===== config.mk =====
export PLATFORM = sky130hd
export DESIGN_NAME = ffha_ram
export DESIGN_NICKNAME = d
export VERILOG_FILES = /design/src/ffha_ram.sv
export SDC_FILE = /design/constraint.sdc
export NUM_CORES = 1
export LEC_CHECK = 0
export BUFFER_PORTS_ARGS = -buffer_cell sky130_fd_sc_hd__buf_4
export CAP_MARGIN = 15
export CORE_MARGIN = 2
export CORE_UTILIZATION = 53
export CTS_BUF_LIST = sky130_fd_sc_hd__clkbuf_16
export DETAILED_ROUTE_END_ITERATION = 12
export PLACE_DENSITY = 0.73
export SYNTH_ARGS = -nofsm -noshare
export SYNTH_HDL_FRONTEND = slang
export SYNTH_SLANG_ARGS = --single-unit
export TNS_END_PERCENT = 10

===== constraint.sdc =====
create_clock -name clk -period 1.77 [get_ports clk]
set_input_delay 0.354 -clock clk [delete_from_list [all_inputs] [get_ports clk]]
set_output_delay 0.354 -clock clk [all_outputs]
set_load 0.05 [all_outputs]

===== src/ffha_ram.sv =====
// Generic simple dual-port RAM with one write port and a registered read port.
module ffha_ram #(
	parameter int WIDTH = 8,
	parameter int DEPTH = 16
) (
	input  logic                     clk,
	input  logic                     wr_en,
	input  logic [$clog2(DEPTH)-1:0] wr_addr,
	input  logic [WIDTH-1:0]         wr_data,
	input  logic [$clog2(DEPTH)-1:0] rd_addr,
	output logic [WIDTH-1:0]         rd_data
);

	logic [WIDTH-1:0] mem [DEPTH];

	// Write port and registered read port.
	always_ff @(posedge clk) begin
		if (wr_en) begin
			mem[wr_addr] <= wr_data;
		end
		rd_data <= mem[rd_addr];
	end

endmodule


==> results.md <==
* Leak Pwr at 0.00214 uW
* CTS tree: done
* Distinct cell type count after synthesis at 19
* Core area at ~9300 um^2
* Flop-to-flop setup slack at ~0.39 ns
* Mapped Avg Cell Area at 22.5 um^2
* Max-slew violation count at 0
* Power Total at 7510 uW
* CP max stage cell: mux4_1
* IO Port Bufs at 25
* Die Y at 103 um
* CP Max Fanout at 1
* Largest net degree at the start of global routing at 17
* Worst reg2reg path endpoint: rd_data[4]
* Die width at around 100 um
* CTS H-tree depth at 4
* Sw frac at 0.205
* Fillers at between 500 and 600
* Worst-Skew Late Latency at between 0.4 and 0.5 ns
* Initial Utilization at 0.552
* DRC errors left at 0
* N_diodes at 0
* TritonRoute pass-1 iters at 4
* RD Place Congestion at 0.734
* Mapped Cells at 229
* CP required at 2.05 ns
* Area Overhead vs Synth at 20.8%
* RR Startpoint: mem[8][4]
* Critical path launch point: mem[8][4]
* Setup total negative slack at 0 ns
* Clock Tree Buf Depth at 2
* Routed wire length at approximately 10,000 um
* Combinational power share at 0.059
* Inst Count DP at 397
* Status: finished, final reports clean
* Internal power at 5970 uW
* Sequential Power Share at 0.483
* Vias at 2,505
* Startpoint Class: flop
* FF-to-FF path depth at 3
* Min Hold Slack at 0.247 ns
* Largest stage delay, worst path at 0.49 ns
* Post-synthesis cell area at between 5000 and 6000 um^2
* Final hold viol count at 0
* Reg clk slew, reported paths at 0.05 ns
* First-pass GRT wire length at 15,100 um
* Synth Warn # at 0
* Most common cell after layout, fill and taps aside: edfxtp_1
* Crit-path cells: mux4_1, a22oi_1, nand2_1
* Slew @ Worst Pin at between 0.6 and 0.7 ns
* Seq/Total Area, Yosys at 0.778
* Root buffer cell: clkbuf_16
* Clock group share of total power at 0.458
* Non-Filler Instances at 429
* Sw Pwr at 1540 uW
* Fraction of layout cells with a size suffix above 1 at 0.330
* Final Net Count at approximately 310
* Post-CTS Setup Bufs at 0
* Fmax at 725 MHz
* Setup crit end: rd_data[4]
* Post-layout min period at 1.38 ns
* Tcrit/Tclk final at 0.779
* Top Ports at 26
* Tot GR Track Use at 0.216
* DIE AREA at ~11,000 um^2
* Relative slew slack at 0.550
* Hold-fix buffers, CTS at 0
* Placed wire-length estimate at 6360 um
* Initial DRC count at 252
* Max cap viols at 0
* Depth of the worst hold-timing path at 1
* Seq cells post-synth at 136
* Final setup viols at 0
* Grt total ovfl at 0
* Rows at 35
* HP Class: in2reg
* Sink Count at between 100 and 150
* Post-route ant nets at 0
* Most frequent cells in the layout: edfxtp_1 (128), buf_4 (46), mux4_2 (18)
* CP Class: reg2reg
* Via/cell ratio at 5.84
* DR WL/cell at 23.6 um
* Syn Nets at 247
* Core Util, Final at 0.667
* P per Cell Area at 1210 nW/um^2
* Initial antenna violation count at 0
* Total CTS buffers at 17
* Max Clock Skew at 0.00802 ns
* Crit path DAT at 1.66 ns
* Post-CTS Resized at 0
* Peak supply drop at 0.699 mV
* Vias in the first global route at ~2,600
* Crit end category: flop
* RSZ-0062 raised after global routing: no
## power by group through the flow
stage          Sequential [uW]  Combinational (uW)  Clock [uW]
6_report                  3630                 445        3440
5_1_grt                   3630                 473        3620
4_1_cts                   3630                 449        3480
3_5_place_dp              3690                 443           0
3_3_place_gp              3690                 435           0
2_1_floorplan             3760                 183           0
## routing by layer
layer | share of wire | global-route usage | vias up
li1 | - | - | 1086
met5 | 0 | 0 | -
met3 | 0.063 | 0.0705 | 14
met2 | 0.50 | 0.339 | 98
met4 | 0.016 | 0.0769 | 0
met1 | 0.42 | 0.289 | 1307
## cell type report
| cell class | instances | area (um^2) | share of cell area |
|---|---|---|---|
| sequential | 136 | 4000 | 0.644 |
| multi-input combinational | 83 | 1060 | 0.171 |
| clock buffer | 17 | 425 | 0.0684 |
| timing repair buffer | 49 | 405 | 0.0652 |
| clock inverter | 15 | 161 | 0.0260 |
| tap | 129 | 161 | 0.0260 |
## flip-flops by register name, indices dropped and copies added (netlist names)
name     flops
mem        128
rd_data      8
## critical path, delay by kind of cell (launching register included)
kind / cells / cell delay [ns]
muxes: 1 / 0.49
DFF: 1 / 0.36
AOI/OAI and AO/OA: 1 / 0.32
and+or+nand+nor: 1 / 0.08
## how the worst min path moves through the flow
stage	from	end	slack, ns
detailed placement	mem[12][6]	rd_data[6]	0.67
CTS	wr_data[3]	mem[12][3]	0.24
global placement	wr_data[3]	mem[15][3]	0.65
global route	wr_data[3]	mem[13][3]	0.26
floorplan	wr_data[0]	mem[0][0]	0.45
finish	wr_data[3]	mem[15][3]	0.25
## metrics by stage
stage          worst slack (ns)  cell area, um^2
2_1_floorplan             0.150             5150
3_3_place_gp           -0.00625             5630
3_5_place_dp            -0.0118             5630
4_1_cts                   0.377             6220
5_1_grt                   0.351             6220
6_report                  0.390             6220
## cell usage after synthesis, drive strengths merged
cell type | number | share of area
a22oi | 16 | 0.023
and2 | 1 | 0.0012
and2b | 1 | 0.0015
buf | 7 | 0.011
clkdlybuf4s25 | 3 | 0.0058
dfxtp | 8 | 0.031
edfxtp | 128 | 0.75
mux4 | 32 | 0.15
nand2 | 9 | 0.0066
nand2b | 2 | 0.0024
nand3 | 1 | 0.00097
nand3b | 2 | 0.0029
nor2 | 13 | 0.0095
nor2b | 1 | 0.0012
nor3 | 4 | 0.0039
or3b | 1 | 0.0017
## logic make-up (layout without fill, tap and decap cells)
logic type | count (synthesis) | in the layout | synth area share
AO/OA/AOI/OAI | 16 | 16 | 0.0233
buffers and inverters | 10 | 81 | 0.0168
flip-flops | 136 | 136 | 0.778
multiplexers | 32 | 32 | 0.150
AND/OR/NAND/NOR | 35 | 35 | 0.0318
(Power assumes the default switching activity.)
